## config.mk

```make
export PLATFORM = sky130hd
export DESIGN_NAME = msi_ram
export DESIGN_NICKNAME = d
export VERILOG_FILES = /design/src/msi_ram.sv
export SDC_FILE = /design/constraint.sdc
export NUM_CORES = 2
export LEC_CHECK = 0
export BUFFER_PORTS_ARGS = -buffer_cell sky130_fd_sc_hd__buf_2
export CAP_MARGIN = 40
export CORE_ASPECT_RATIO = 0.5
export CORE_MARGIN = 2
export CORE_UTILIZATION = 35
export DETAILED_ROUTE_END_ITERATION = 10
export PLACE_DENSITY = 0.57
export SLEW_MARGIN = 0
export SYNTH_ARGS = -nofsm -noshare
export SYNTH_HDL_FRONTEND = slang
export SYNTH_MEMORY_MAX_BITS = 65536
export SYNTH_SLANG_ARGS = --single-unit
```

## constraint.sdc

```tcl
create_clock -name clock -period 12.5 [get_ports clock]
set_input_delay 0.625 -clock clock [delete_from_list [all_inputs] [get_ports clock]]
set_output_delay 0.625 -clock clock [all_outputs]
set_load 0.005 [all_outputs]
```

## src/msi_ram.sv

```systemverilog
// msi_ram: generic single-port-write, single-port-read RAM, registered read.
// Depends on nothing.
module msi_ram #(
   parameter int WIDTH = 70,
   parameter int DEPTH = 64
) (
   input  logic                     clock,
   input  logic                     wr_en,
   input  logic [$clog2(DEPTH)-1:0] wr_addr,
   input  logic [WIDTH-1:0]         wr_data,
   input  logic [$clog2(DEPTH)-1:0] rd_addr,
   output logic [WIDTH-1:0]         rd_data
);

   logic [WIDTH-1:0] mem_ff [DEPTH];
   logic [WIDTH-1:0] rd_data_ff;

   // write port and registered read port
   always_ff @(posedge clock) begin
      if (wr_en) begin
         mem_ff[wr_addr] <= wr_data;
      end
      rd_data_ff <= mem_ff[rd_addr];
   end

   assign rd_data = rd_data_ff;

endmodule

```

==> key figures <==
Run status
  – Status: completed

Clocking
  – Clk pin slew, worst setup/hold paths: around 0.070 ns
  – CTS tree: yes
  – Clock buffer depth: 4
  – Clk sinks: between 4k and 5k
  – Clock buffer count from CTS: ~430
  – H-tree depth: 5
  – Worst skew pair latency: between 0.9 and 1 ns
  – Root Driver: clkbuf_16
  – Post-cts repair resize count: 0

STA
  – Final setup viols: 0
  – Worst Tran Pin Value: approximately 1.2 ns
  – Final hold violation count: 0
  – Max Fclk: 269 MHz
  – Setup repair after global routing missed its margin: no
  – Tcrit/Tclk final: 29.7%
  – Clk_skew: approximately 0.063 ns
  – Relative slew margins: between 20% and 30%
  – Final Max Tran Viols: 0
  – Period minus WS final: ~3.7 ns
  – Setup TNS: 0 ns
  – Setup ws final: between 8 and 9 ns

Critical path
  – CP Capture Type: flip-flop
  – Crit path cell chain: buf_8, buf_12, buf_4, buf_4, mux4_2, a22oi_1, nand3_1, o21ai_0, nor2_1
  – Delay-heaviest family, CP: buffers and inverters
  – WP data arrival: roughly 4.5 ns
  – Crit path buf inv count: 4
  – Critical-path maximum fanout: between 80 and 90
  – Slowest cell on crit path: buf_4
  – Crit Path Class: in2reg
  – Cell mode on critical path: buf_4
  – Worst Path Required: about 13 ns
  – CP startpoint kind: primary input
  – Max stage delay on crit path: about 0.63 ns

GRT
  – Global route total overflow: 0
  – Largest net degree at the start of global routing: approximately 120
  – Antenna violations before repair: 38
  – First-pass GRT wire length: approximately 700000 um
  – Total track usage: between 10% and 20%
  – Vias in the first global route: 83.8k

Synth
  – Syn. warnings: 0
  – Share of the synthesized area in the top cell type: approximately 78%
  – Yosys reg bits: ~4.6k
  – Async set or reset register ratio after synthesis: 0%
  – Cell taking the most area after synthesis: edfxtp_1
  – Sequential share of the synthesized area: roughly 79%
  – Synth unique cells: 34
  – Ys flop type: edfxtp_1
  – Mean Syn Cell Area: approximately 23 um^2
  – Top post-synthesis cells by area: edfxtp_1 78%, mux4_2 15%, mux2i_1 0.86%
  – Syn_nets: about 7.5k
  – Number of synthesized flops with an enable pin: approximately 4.5k
  – Synthesized area: ~170000 um^2
  – Syn Inst Count: approximately 7.4k

Power
  – Leak: approximately 60 nW
  – Peak supply drop: roughly 0.00013 V
  – Pwr Density: around 160 nW/um^2

Floorplanning
  – Die height: between 400 and 500 um
  – Top Ports: 154
  – Die Wd: 994 um
  – Num rows: 181
  – Die area: 496000 um^2
  – Core Box Area: between 400000 and 500000 um^2
  – Initial Util: between 30% and 40%

Cells and area
  – Share of layout cells above drive strength 1: around 29%
  – Nets: a little over 8k
  – Most frequent cells in the layout: 4480 x edfxtp_1, 1120 x mux4_2, 435 x clkbuf_16, 228 x buf_4, 198 x nand2_1
  – Commonest non-fill, non-tap cell in the layout: edfxtp_1
  – Layout Area Growth over Synthesis: 15.3%
  – Final Core Density: about 40%
  – Final Instance Count excl. Fillers: 14.8k

Routing
  – Vias/cell: approximately 5.7
  – Detailed Route WL: 495000 um
  – Final ANT Viol Nets: 0
  – First DRT Iteration DRCs: between 10k and 15k
  – First-pass iteration count of the detailed router: 5
  – WL/cell: approximately 33 um
  – DR vias: 84.9k
  – Residual DRC count: 0

Place
  – Inst Count DP: roughly 14k
  – Pre-CTS setup slack: slightly below 8 ns
  – IO Port Bufs: around 150
  – HPWL after DPL: around 270000 um
  – Routability cong.: 0.769

Flow run
  – MaxCap Viol Count: 0

Hold path
  – Worst hold-check path type: in2reg
[synth_stat cells (22+ instances only)]
library cell / count
nand4_1: 92
a22oi_1: 140
o21ai_1: 26
nor2b_1: 29
clkbuf_1: 166
o221ai_1: 42
nand2_1: 202
buf_2: 150
nor2_1: 116
o22ai_1: 91
and3_1: 22
a211oi_1: 22
o21ai_0: 22
dfxtp_1: 70
mux4_2: 1120
a41oi_1: 30
mux2i_1: 147
or3_1: 33
nand3_1: 194
buf_6: 24
buf_4: 69
edfxtp_1: 4480
or2_2: 32
[power by group]
group,switching (mW),internal (mW),total [mW]
registers,0.0847,16.9,17.0
logic,0.936,0.563,1.50
clock network,5.70,7.40,13.1
total,6.72,24.8,31.6
[logic make-up after synthesis]
logic type	synth area share [%]
AOI/OAI and AO/OA	1.72
buffers and inverters	1.34
DFF	79.3
muxes	15.6
and+or+nand+nor	2.10
[area by class of cell]
class                           instances  area, um^2
Sequential cell                      4550      136000
Clock buffer                          549       11700
Inverter                               19        71.3
Timing Repair Buffer                  540        5770
Tap cell                             6496        8130
Antenna cell                           16        40.0
Clock inverter                        237        2350
Multi-Input combinational cell       2418       33800
Fill cell                           42134      289000
[final timing paths]
check | start | to | slack (ns) | cells past startpoint
max | rd_addr[1] | rd_data[55] | 8.79 | 9
min | wr_data[56] | mem_ff[16][56] | 0.07 | 1
max reg2reg | mem_ff[11][6] | rd_data[6] | 10.18 | 5
min reg2reg | mem_ff[11][69] | rd_data[69] | 0.83 | 5
[through the flow]
stage	power, mW	instance area, um^2	hold WS [ns]
final	31.6	198000	0.0746
after global placement	18.7	181000	0.810
after detailed placement	18.8	183000	0.811
after CTS	31.8	198000	0.00696
after global routing	32.4	198000	0.0373
after floorplan	18.0	171000	0.724
[sequential cells by signal (all words and copies together), names as in the netlist]
register and count:
rd_data 70, mem_ff 4480
[routing by layer]
layer / vias to the layer above / global-route usage, % / routed length, um
met3: 695 / 2.74 / 40400
met1: 47196 / 28.0 / 205000
met2: 4156 / 31.3 / 236000
met5: - / 0 / 13
met4: 2 / 5.59 / 14500
li1: 32818 / - / -
[repair_timing]
action / 4_1_cts / 5_1_grt
hold buffers: 22 / 0
buffers inserted: 0 / 0
endpoints found under the hold margin: 121 / 0
Power figures use the tool's default switching activity.
