$ cat src/msi_pkg.sv
// msi_pkg: types and constants of the merge sort with index unit.
// Depends on nothing; used by the top level, msi_seq and msi_checker.
package msi_pkg;

   // default sizes
   localparam int MAX_ITEMS_DEF = 64;
   localparam int KEY_BITS_DEF  = 64;

   // fixed field widths
   localparam int KEY_W = 64;
   localparam int POS_W = 6;

   // input word
   typedef struct packed {
      logic [KEY_W-1:0] key;
      logic             last_key;
   } req_word_type;

   // result word
   typedef struct packed {
      logic [KEY_W-1:0] sorted_key;
      logic [POS_W-1:0] original_position;
      logic             last_result;
   } rsp_word_type;

   // bank controls from the sequencer
   typedef struct packed {
      logic wr_en0;
      logic wr_en1;
      logic rd_sel;
   } bank_ctrl_type;

endpackage

$ cat src/msi_seq.sv
// msi_seq: load, merge-pass and output sequencer of the merge sort unit.
// Depends on msi_pkg; drives two msi_ram banks through the top level.
module msi_seq #(
   parameter int MAX_ITEMS = msi_pkg::MAX_ITEMS_DEF,
   parameter int KEY_BITS  = msi_pkg::KEY_BITS_DEF
) (
   input  logic                                   clock,
   input  logic                                   reset,
   input  logic                                   req_valid,
   output logic                                   req_stall,
   input  msi_pkg::req_word_type                  req_word,
   output logic                                   rsp_valid,
   input  logic                                   rsp_stall,
   output msi_pkg::rsp_word_type                  rsp_word,
   output msi_pkg::bank_ctrl_type                 bank_ctrl,
   output logic [$clog2(MAX_ITEMS)-1:0]           rd_addr,
   output logic [$clog2(MAX_ITEMS)-1:0]           wr_addr,
   output logic [KEY_BITS+msi_pkg::POS_W-1:0]     wr_data,
   input  logic [KEY_BITS+msi_pkg::POS_W-1:0]     rd_data
);
   import msi_pkg::*;

   localparam int IDX_W = $clog2(MAX_ITEMS);
   localparam int CNT_W = $clog2(MAX_ITEMS + 1);
   localparam int RUN_W = CNT_W + 2;
   localparam int ENT_W = KEY_BITS + POS_W;

   typedef enum logic [5:0] {
      ST_LOAD  = 6'b000001,
      ST_RUN   = 6'b000010,
      ST_HEAD  = 6'b000100,
      ST_MERGE = 6'b001000,
      ST_OREAD = 6'b010000,
      ST_OCAP  = 6'b100000
   } state_type;

   state_type          state_ff, state_in;
   logic [CNT_W-1:0]   count_ff, count_in;
   logic [CNT_W-1:0]   n_ff, n_in;
   logic [CNT_W-1:0]   out_i_ff, out_i_in;
   logic [RUN_W-1:0]   w_ff, w_in;
   logic [RUN_W-1:0]   s_ff, s_in;
   logic [RUN_W-1:0]   mid_ff, mid_in;
   logic [RUN_W-1:0]   hi_ff, hi_in;
   logic [RUN_W-1:0]   a_ff, a_in;
   logic [RUN_W-1:0]   b_ff, b_in;
   logic [RUN_W-1:0]   k_ff, k_in;
   logic               sel_ff, sel_in;
   logic               fresh_ff, fresh_in;
   logic               fresh_b_ff, fresh_b_in;
   logic [ENT_W-1:0]   head_a_ff, head_a_in;
   logic [ENT_W-1:0]   head_b_ff, head_b_in;
   logic               rsp_valid_ff, rsp_valid_in;
   rsp_word_type       rsp_ff, rsp_in;

   logic               accept;
   logic               rsp_fire;
   logic               store_ok;
   logic [CNT_W-1:0]   n_load;
   logic [RUN_W-1:0]   n_ext;
   logic [RUN_W-1:0]   mid_c;
   logic [RUN_W-1:0]   hi_c;
   logic [RUN_W-1:0]   s_next;
   logic [RUN_W-1:0]   w_dbl;
   logic [RUN_W-1:0]   a_next;
   logic [RUN_W-1:0]   b_next;
   logic [RUN_W-1:0]   k_next;
   logic [ENT_W-1:0]   eff_a;
   logic [ENT_W-1:0]   eff_b;
   logic               a_live;
   logic               b_live;
   logic               take_a;
   logic               out_last;

   // handshakes
   assign req_stall = (state_ff != ST_LOAD);
   assign accept    = req_valid && !req_stall;
   assign rsp_fire  = rsp_valid_ff && !rsp_stall;
   assign rsp_valid = rsp_valid_ff;
   assign rsp_word  = rsp_ff;

   // set size at the last key; a full store drops the key
   assign store_ok = (count_ff < CNT_W'(MAX_ITEMS));
   assign n_load   = store_ok ? CNT_W'(count_ff + 1'b1) : count_ff;
   assign n_ext    = RUN_W'(n_ff);

   // run bounds, clamped to the set size
   assign mid_c  = ((s_ff + w_ff) > n_ext) ? n_ext : RUN_W'(s_ff + w_ff);
   assign hi_c   = ((s_ff + (w_ff << 1)) > n_ext) ? n_ext : RUN_W'(s_ff + (w_ff << 1));
   assign s_next = RUN_W'(s_ff + (w_ff << 1));
   assign w_dbl  = RUN_W'(w_ff << 1);
   assign a_next = RUN_W'(a_ff + 1'b1);
   assign b_next = RUN_W'(b_ff + 1'b1);
   assign k_next = RUN_W'(k_ff + 1'b1);

   // heads with the fresh read forwarded; left run wins ties
   assign eff_a  = (fresh_ff && !fresh_b_ff) ? rd_data : head_a_ff;
   assign eff_b  = (fresh_ff && fresh_b_ff) ? rd_data : head_b_ff;
   assign a_live = (a_ff < mid_ff);
   assign b_live = (b_ff < hi_ff);
   assign take_a = a_live && (!b_live || (eff_a[ENT_W-1:POS_W] <= eff_b[ENT_W-1:POS_W]));

   assign out_last = (CNT_W'(out_i_ff + 1'b1) == n_ff);

   // sequencer
   always_comb begin
      state_in     = state_ff;
      count_in     = count_ff;
      n_in         = n_ff;
      out_i_in     = out_i_ff;
      w_in         = w_ff;
      s_in         = s_ff;
      mid_in       = mid_ff;
      hi_in        = hi_ff;
      a_in         = a_ff;
      b_in         = b_ff;
      k_in         = k_ff;
      sel_in       = sel_ff;
      fresh_in     = fresh_ff;
      fresh_b_in   = fresh_b_ff;
      head_a_in    = head_a_ff;
      head_b_in    = head_b_ff;
      rsp_in       = rsp_ff;
      rsp_valid_in = rsp_valid_ff && !rsp_fire;

      bank_ctrl.wr_en0 = 1'b0;
      bank_ctrl.wr_en1 = 1'b0;
      bank_ctrl.rd_sel = sel_ff;
      rd_addr = out_i_ff[IDX_W-1:0];
      wr_addr = k_ff[IDX_W-1:0];
      wr_data = take_a ? eff_a : eff_b;

      case (state_ff)
         ST_LOAD: begin
            wr_addr = count_ff[IDX_W-1:0];
            wr_data = {req_word.key[KEY_BITS-1:0], POS_W'(count_ff)};
            if (accept) begin
               if (store_ok) begin
                  bank_ctrl.wr_en0 = 1'b1;
                  count_in = CNT_W'(count_ff + 1'b1);
               end
               if (req_word.last_key) begin
                  n_in     = n_load;
                  count_in = '0;
                  w_in     = RUN_W'(1);
                  s_in     = '0;
                  sel_in   = 1'b0;
                  out_i_in = '0;
                  fresh_in = 1'b0;
                  if (n_load <= CNT_W'(1)) begin
                     state_in = ST_OREAD;
                  end else begin
                     state_in = ST_RUN;
                  end
               end
            end
         end
         // open a run pair: read left head
         ST_RUN: begin
            mid_in   = mid_c;
            hi_in    = hi_c;
            a_in     = s_ff;
            b_in     = mid_c;
            k_in     = s_ff;
            rd_addr  = s_ff[IDX_W-1:0];
            fresh_in = 1'b0;
            state_in = ST_HEAD;
         end
         // left head lands, read right head
         ST_HEAD: begin
            head_a_in  = rd_data;
            rd_addr    = mid_ff[IDX_W-1:0];
            fresh_in   = 1'b1;
            fresh_b_in = 1'b1;
            state_in   = ST_MERGE;
         end
         // one element a cycle into the other bank
         ST_MERGE: begin
            head_a_in = eff_a;
            head_b_in = eff_b;
            if (sel_ff) begin
               bank_ctrl.wr_en0 = 1'b1;
            end else begin
               bank_ctrl.wr_en1 = 1'b1;
            end
            k_in     = k_next;
            fresh_in = 1'b1;
            if (take_a) begin
               a_in       = a_next;
               rd_addr    = a_next[IDX_W-1:0];
               fresh_b_in = 1'b0;
            end else begin
               b_in       = b_next;
               rd_addr    = b_next[IDX_W-1:0];
               fresh_b_in = 1'b1;
            end
            if (k_next == hi_ff) begin
               if (s_next >= n_ext) begin
                  sel_in = !sel_ff;
                  if (w_dbl >= n_ext) begin
                     out_i_in = '0;
                     state_in = ST_OREAD;
                  end else begin
                     s_in     = '0;
                     w_in     = w_dbl;
                     state_in = ST_RUN;
                  end
               end else begin
                  s_in     = s_next;
                  state_in = ST_RUN;
               end
            end
         end
         ST_OREAD: begin
            state_in = ST_OCAP;
         end
         // word into the output register once it is free
         ST_OCAP: begin
            if (!rsp_valid_ff || rsp_fire) begin
               rsp_in.sorted_key        = KEY_W'(rd_data[ENT_W-1:POS_W]);
               rsp_in.original_position = rd_data[POS_W-1:0];
               rsp_in.last_result       = out_last;
               rsp_valid_in             = 1'b1;
               out_i_in                 = CNT_W'(out_i_ff + 1'b1);
               if (out_last) begin
                  state_in = ST_LOAD;
               end else begin
                  state_in = ST_OREAD;
               end
            end
         end
         default: begin
            state_in = ST_LOAD;
         end
      endcase
   end

   // control registers
   always_ff @(posedge clock) begin
      if (reset) begin
         state_ff     <= ST_LOAD;
         count_ff     <= '0;
         n_ff         <= '0;
         out_i_ff     <= '0;
         w_ff         <= RUN_W'(1);
         s_ff         <= '0;
         mid_ff       <= '0;
         hi_ff        <= '0;
         a_ff         <= '0;
         b_ff         <= '0;
         k_ff         <= '0;
         sel_ff       <= 1'b0;
         fresh_ff     <= 1'b0;
         fresh_b_ff   <= 1'b0;
         rsp_valid_ff <= 1'b0;
      end else begin
         state_ff     <= state_in;
         count_ff     <= count_in;
         n_ff         <= n_in;
         out_i_ff     <= out_i_in;
         w_ff         <= w_in;
         s_ff         <= s_in;
         mid_ff       <= mid_in;
         hi_ff        <= hi_in;
         a_ff         <= a_in;
         b_ff         <= b_in;
         k_ff         <= k_in;
         sel_ff       <= sel_in;
         fresh_ff     <= fresh_in;
         fresh_b_ff   <= fresh_b_in;
         rsp_valid_ff <= rsp_valid_in;
      end
   end

   // payload registers
   always_ff @(posedge clock) begin
      head_a_ff <= head_a_in;
      head_b_ff <= head_b_in;
      rsp_ff    <= rsp_in;
   end

endmodule

$ cat config.mk
export PLATFORM = sky130hd
export DESIGN_NAME = msi_seq
export DESIGN_NICKNAME = d
export VERILOG_FILES = /design/src/msi_pkg.sv /design/src/msi_seq.sv
export SDC_FILE = /design/constraint.sdc
export NUM_CORES = 1
export LEC_CHECK = 0
export BUFFER_PORTS_ARGS = -buffer_cell sky130_fd_sc_hd__buf_2
export CAP_MARGIN = 20
export CORE_UTILIZATION = 32
export DETAILED_ROUTE_END_ITERATION = 10
export PLACE_DENSITY = 0.58
export SYNTH_ARGS = -nofsm -noshare
export SYNTH_HDL_FRONTEND = slang
export SYNTH_SLANG_ARGS = --single-unit
$ cat constraint.sdc
create_clock -name clock -period 10.8 [get_ports clock]
set_clock_uncertainty 0.2 [all_clocks]
set_input_delay 0.54 -clock clock [delete_from_list [all_inputs] [get_ports clock]]
set_output_delay 0.54 -clock clock [all_outputs]
set_load 0.02 [all_outputs]
==> impl_metrics.env, run 1 <==
export IMPL_status="completed"
export IMPL_irDropWorstVdd_v=0.000134
export IMPL_worstHoldStart="rd_data[60]"
export IMPL_switching_share_pct=36.5
export IMPL_synth_main_ff_cell="edfxtp_1"
export IMPL_start_kind="flip-flop"
export IMPL_seq_power_share_pct=34.1
export IMPL_fillCellCount=5470
export IMPL_chipHeight_um=240
export IMPL_async_flop_share_pct=0
export IMPL_boundaryPins=297
export IMPL_synth_seq_cells=304
export IMPL_p_clk_share_pct=33.4
export IMPL_cts_made_buffers=38
export IMPL_drt_initial_drc_count=758
export IMPL_r2r_start="fresh_b_ff$_SDFFE_PP0P_"
export IMPL_cts_resized_gates=0
export IMPL_rsz0062_at_grt="no"
export IMPL_synthCells=1847
export IMPL_cpMostUsedCell="buf_4"
export IMPL_avgSynthCellArea_sq_um=9.84
export IMPL_antenna_left=0
export IMPL_clkTransAtPathRegs_ns=0.06
export IMPL_cp_required_ns=10.06
export IMPL_portBuffers=296
export IMPL_clk_path_buf_depth=3
export IMPL_placed_cell_area_sq_um=20300
export IMPL_track_usage_pct=17.5
export IMPL_syn_cell_area_sq_um=18200
export IMPL_r2r_cells=16
export IMPL_grt_max_degree=101
export IMPL_period_needed_ns=7.53
export IMPL_path_class="reg2out"
export IMPL_crit_arrival_ns=6.79
export IMPL_cp_startpoint="fresh_b_ff$_SDFFE_PP0P_"
export IMPL_core_area_sq_um=55600
export IMPL_fmax_mhz=133
export IMPL_ys_seq_area_share_pct=45.1
export IMPL_dp_hpwl_mm=36.8
export IMPL_final_nets=2376
export IMPL_antenna_found_initial=0
export IMPL_synth_enable_flop_cells=211
export IMPL_die_w_um=240
export IMPL_setup_viol=0
export IMPL_fin_area_sq_um=21700
export IMPL_layoutNonFillerInstCount=2894
export IMPL_netlist_cell_type_count=80
export IMPL_syn_nets=2105
export IMPL_synthToLayoutAreaGrowth_pct=19.5
export IMPL_tightest_slew_ns=1.05
export IMPL_clock_root_buffer="clkbuf_16"
export IMPL_drive_above_1_share_pct=18.8
export IMPL_htreeDepth=2
export IMPL_slowest_delay_ns=0.81
export IMPL_power_density_nw_per_um2=173
export IMPL_grt_pass1_vias=14103
export IMPL_fp_row_count=86
export IMPL_antenna_cells=0
export IMPL_leakage_nw=9.72
export IMPL_place_inst=2806
export IMPL_report_final_hold_viol_count=0
export IMPL_period_share_pct=69.7
export IMPL_setup_tns_ns=0
export IMPL_grt_pass1_wl_mm=78.5
export IMPL_drt_first_pass_iters=5
export IMPL_drt_vias_per_instance=5.08
export IMPL_cts_tree="yes"
export IMPL_max_cap_violations=0
export IMPL_insertion_delay_ns=0.56
export IMPL_dieArea_sq_um=57700
export IMPL_most_common_layout_cells="buf_2 (296), mux2i_1 (218), edfxtp_1 (211), inv_1 (163), nand2_1 (154)"
export IMPL_drc=0
export IMPL_cell_internal_pwr_mw=2.38
export IMPL_start_util_pct=32.7
export IMPL_grt_ovfl_total=0
export IMPL_wirelength_mm=51.9
export IMPL_drv_slew=0
export IMPL_combinationalPowerShare_pct=32.4
export IMPL_cts_num_sinks=304
export IMPL_cp_max_fo=62
export IMPL_hold_depth=1
export IMPL_relSlewSlack_pct=30.0
export IMPL_routedWlPerCell_um=17.9
export IMPL_final_common_cell="buf_2"
export IMPL_p_sw_mw=1.37
export IMPL_place_congestion=0.857
export IMPL_crit_slowest_cell="buf_4"
export IMPL_end_kind="output pin"
export IMPL_hp_class="in2reg"
export IMPL_synth_warnings=0
export IMPL_cp_cell_sequence="nand2b_4 > buf_4 > mux2i_1 > inv_1 > ha_1 > nand4_1 > nor4_2 > nand2_1 > nor4_2 > a21o_1 > a211oi_2 > nor2_4 > buf_4 > buf_4 > mux2i_1 > a21oi_1 > buf_2"
export IMPL_route_vias_total=14710
metrics by stage:
step	hold slack, ns	util [%]	power [mW]	worst slack (ns)
floorplan	0.230	-	2.14	6.15
global placement	0.241	36.5	2.50	3.86
detailed placement	0.246	36.5	2.51	3.72
CTS	0.000234	39.0	3.79	3.09
global route	0.00664	39.0	3.93	2.79
finish	0.0248	39.0	3.75	3.27
power groups by stage:
stage	clock (mW)	combinational [mW]	sequential [mW]
global route	1.33	1.32	1.28
CTS	1.29	1.22	1.28
floorplan	0	0.841	1.30
finish	1.25	1.22	1.28
detailed placement	0	1.21	1.30
global placement	0	1.20	1.30
kinds of logic (layout without fill, tap and decap cells):
group | after synthesis | in the layout | share of synthesized area [%]
compound gates | 412 | 412 | 13.9
xor+xnor | 46 | 46 | 2.22
fa+ha+maj | 119 | 119 | 8.24
buf+inv | 267 | 566 | 5.74
flops | 304 | 304 | 45.1
mux | 239 | 239 | 13.3
simple gates | 460 | 460 | 11.5
registers in the layout, summed over array words and instances (netlist names):
signal / cells
sel_ff: 1
hi_ff: 9
head_b_ff: 70
a_ff: 9
fresh_ff: 1
head_a_ff: 70
out_i_ff: 7
mid_ff: 9
k_ff: 9
rsp_word: 71
w_ff: 9
n_ff: 7
fresh_b_ff: 1
s_ff: 8
count_ff: 7
rsp_valid: 1
state_ff: 6
b_ff: 9
critical path: cells and delay by family (launching register included):
family,cells,cell delay [ns]
muxes,2,0.80
buffers and inverters,5,2.58
adders and majority gates,1,0.33
and+or+nand+nor,6,1.68
AOI/OAI and AO/OA,3,0.40
DFF,1,0.39
Yosys cell counts, types with 5 or more instances:
| cell | count | area, sq um |
|---|---|---|
| nand4_1 | 20 | 125 |
| nand2b_1 | 7 | 43.8 |
| a21o_1 | 12 | 90.1 |
| o211a_1 | 6 | 60.1 |
| inv_1 | 166 | 623 |
| ha_1 | 118 | 1480 |
| nor2b_1 | 6 | 37.5 |
| mux2i_1 | 218 | 2180 |
| buf_4 | 8 | 60.1 |
| a22o_1 | 6 | 52.6 |
| a22oi_1 | 8 | 60.1 |
| buf_1 | 15 | 56.3 |
| nor3_1 | 29 | 145 |
| mux2_2 | 20 | 225 |
| a21oi_1 | 151 | 756 |
| and3_1 | 10 | 62.6 |
| buf_2 | 8 | 40.0 |
| nor3b_1 | 5 | 37.5 |
| a211oi_1 | 17 | 128 |
| xor2_1 | 17 | 149 |
| nand2_1 | 155 | 582 |
| edfxtp_1 | 211 | 6340 |
| a31oi_1 | 13 | 81.3 |
| o221a_1 | 6 | 67.6 |
| a221oi_1 | 7 | 61.3 |
| o21ai_0 | 121 | 606 |
| o211ai_1 | 11 | 82.6 |
| xnor2_1 | 29 | 254 |
| and2_1 | 9 | 56.3 |
| or4_1 | 5 | 37.5 |
| o21ai_1 | 5 | 25.0 |
| dfxtp_1 | 93 | 1860 |
| nand3_1 | 40 | 200 |
| clkbuf_1 | 69 | 259 |
| nor2_1 | 147 | 552 |
worst paths after layout:
path / to / slack (ns)
worst max-delay path: wr_data[7] / 3.27
worst min-delay path: rsp_word[61]$_DFFE_PP_ / 0.02
worst max register to register: b_ff[8]$_SDFFE_PP0P_ / 4.68
worst min register to register: mid_ff[7]$_SDFFE_PP0P_ / 0.25
what timing repair did:
item,4_1_cts,5_1_grt
hold buffers,19,1
buffers inserted,0,0
hold endpoints to repair,19,1
per-layer routing:
layer  GRT usage [%]  wire [um]  vias to the layer above
met2            30.5      25100                      383
met5               0          0                        -
met3            3.02       2650                       60
met4            4.84       1130                        0
li1                -          -                     7203
met1            22.2      23000                     7064
final cells by class:
cell class / instances / area, sq um / area share (%)
clock buffer: 48 / 1010 / 4.65
clock inverter: 20 / 198 / 0.910
inverter: 167 / 633 / 2.92
multi-input combinational: 1276 / 8950 / 41.2
sequential: 304 / 8200 / 37.8
tap: 748 / 936 / 4.31
timing repair buffer: 331 / 1790 / 8.26
Power figures use the tool's default switching activity.
==> run 2, diff against run 1 <==
PLACE_DENSITY = 0.6   (was 0.58)
clock period = 6.1 ns   (was 10.8 ns; I/O delays follow)
==> impl_metrics.env, run 2 (synthesis results as in run 1) <==
export IMPL_tightest_slew_ns=0.994
export IMPL_leakage_nw=9.98
export IMPL_r2r_cells=14
export IMPL_fin_hold_ws_ns=0.133
export IMPL_r2r_start="fresh_ff$_SDFFE_PP0P_"
export IMPL_final_common_cell="buf_2"
export IMPL_worstHoldStart="reset"
export IMPL_drt_vias_per_instance=5.08
export IMPL_path_buf_inv=4
export IMPL_hp_class="in2reg"
export IMPL_htreeDepth=2
export IMPL_core_area_sq_um=55600
export IMPL_largest_reg_flops=71
export IMPL_portBuffers=296
export IMPL_most_common_layout_cells="buf_2 (296), mux2i_1 (218), edfxtp_1 (211), inv_1 (163), nand2_1 (154)"
export IMPL_wirelength_mm=52.9
export IMPL_antenna_cells=0
export IMPL_fmax_mhz=176
export IMPL_status="completed"
export IMPL_dp_hpwl_mm=37.6
export IMPL_place_inst=2811
export IMPL_fin_area_sq_um=22300
export IMPL_setup_viol=0
export IMPL_final_core_util_pct=40.1
export IMPL_antenna_found_initial=0
export IMPL_drt_initial_drc_count=836
export IMPL_power_density_nw_per_um2=294
export IMPL_irDropWorstVdd_v=0.000194
export IMPL_cp_max_fo=38
export IMPL_grt_max_degree=98
export IMPL_fillCellCount=5458
export IMPL_cts_tree="yes"
export IMPL_cp_top_family="simple AND/OR/NAND/NOR gates"
export IMPL_final_nets=2440
export IMPL_rsz0062_at_grt="no"
export IMPL_path_class="reg2out"
export IMPL_cts_made_buffers=38
export IMPL_start_kind="flip-flop"
export IMPL_max_cap_violations=0
export IMPL_rrSetupSlack_ns=1.43
export IMPL_placed_cell_area_sq_um=20400
export IMPL_drt_first_pass_iters=7
export IMPL_cts_num_sinks=304
export IMPL_setup_tns_ns=0
export IMPL_crit_slowest_cell="dfxtp_1"
export IMPL_cp_cell_sequence="nand2_8 > buf_12 > mux2i_1 > ha_1 > nand4_1 > nor4_2 > nand2_1 > nor4_2 > a21o_1 > a211oi_2 > nor2_4 > buf_12 > buf_4 > mux2i_1 > a21oi_1 > buf_2"
export IMPL_report_final_hold_viol_count=0
export IMPL_synthToLayoutAreaGrowth_pct=22.9
export IMPL_clk_path_buf_depth=3
export IMPL_drc=0
export IMPL_period_needed_ns=5.69
export IMPL_insertion_delay_ns=0.55
export IMPL_drv_slew=0
export IMPL_clock_root_buffer="clkbuf_16"
export IMPL_cp_required_ns=5.59
export IMPL_antenna_left=0
export IMPL_place_congestion=0.855
export IMPL_crit_arrival_ns=5.18
export IMPL_die_w_um=240
export IMPL_track_usage_pct=17.7
export IMPL_hold_depth=2
export IMPL_layoutNonFillerInstCount=2955
export IMPL_grt_pass1_wl_mm=79.7
export IMPL_period_share_pct=93.3
export IMPL_p_total_mw=6.57
export IMPL_clkTransAtPathRegs_ns=0.06
export IMPL_layout_setup_ws_ns=0.412
export IMPL_fp_row_count=86
export IMPL_route_vias_total=15009
export IMPL_drive_above_1_share_pct=18.9
export IMPL_grt_pass1_vias=14503
export IMPL_relSlewSlack_pct=33.7
export IMPL_boundaryPins=297
export IMPL_hold_end="k_ff[7]$_SDFFE_PP0P_"
export IMPL_timing_rr_end="b_ff[8]$_SDFFE_PP0P_"
export IMPL_slowest_delay_ns=0.65
export IMPL_chipHeight_um=240
export IMPL_place_ws_ns=0.622
export IMPL_end_kind="output pin"
export IMPL_start_util_pct=32.7
export IMPL_grt_ovfl_total=0
export IMPL_routedWlPerCell_um=17.9
export IMPL_dieArea_sq_um=57700
==> run 2: changes by cell type in the layout (fill, tap and decap cells not counted), sizes merged <==
cell	previous run	this run
clkinvlp	3	0
bufinv	3	2
buf	311	321
nand2b	7	8
clkbuf	48	44
dlygate4sd3	20	73
clkinv	13	18
==> run 2: area by class of cell <==
type | count | area [sq um] | share of cell area [%]
repair buffers | 394 | 2440 | 10.9
flip-flops and latches | 304 | 8200 | 36.7
well taps | 748 | 936 | 4.19
clock inverters | 21 | 159 | 0.712
clock buffers | 44 | 995 | 4.46
inverters | 167 | 633 | 2.84
multi-input cells | 1277 | 8960 | 40.2
==> run 2: worst register-to-register path, delay by kind of cell, from the launching register on <==
| family | cells | cell delay, ns |
|---|---|---|
| and+or+nand+nor | 7 | 1.97 |
| muxes | 1 | 0.20 |
| AOI/OAI and AO/OA | 3 | 0.71 |
| DFF | 1 | 0.65 |
| adders and majority gates | 1 | 0.33 |
| buffers and inverters | 2 | 0.51 |
==> run 2: timing repair <==
item,CTS,global route
setup endpoints to repair,0,53
endpoints found under the hold margin,204,0
setup buffers,0,5
gates resized for setup,0,2
hold buffers,73,0
==> run 2: how the worst max path moves through the flow <==
stage | startpoint | end | slack, ns | cells past startpoint
after detailed placement | fresh_b_ff$_SDFFE_PP0P_ | wr_data[58] | 0.62 | 17
after global routing | fresh_ff$_SDFFE_PP0P_ | wr_data[58] | 0.02 | 16
after CTS | fresh_b_ff$_SDFFE_PP0P_ | wr_data[58] | 0.02 | 17
final | fresh_ff$_SDFFE_PP0P_ | wr_data[58] | 0.41 | 16
after global placement | fresh_b_ff$_SDFFE_PP0P_ | wr_data[57] | 0.73 | 17
after floorplan | fresh_b_ff$_SDFFE_PP0P_ | wr_data[6] | 1.68 | 16
==> run 2: where the power goes <==
part	leakage, nW	total, mW	switching [mW]	internal, mW
logic	6.75	2.18	1.47	0.711
registers	2.65	2.26	0.0396	2.22
clock network	0.576	2.13	0.880	1.25
total	9.98	6.57	2.39	4.18
==> run 2: layer usage <==
metal / GRT usage, % / routed length [um] / up-vias
li1: - / - / 7341
met1: 22.9 / 23800 / 7156
met2: 30.2 / 25300 / 435
met3: 2.88 / 2790 / 77
met4: 4.84 / 1110 / 0
met5: 0 / 0 / -
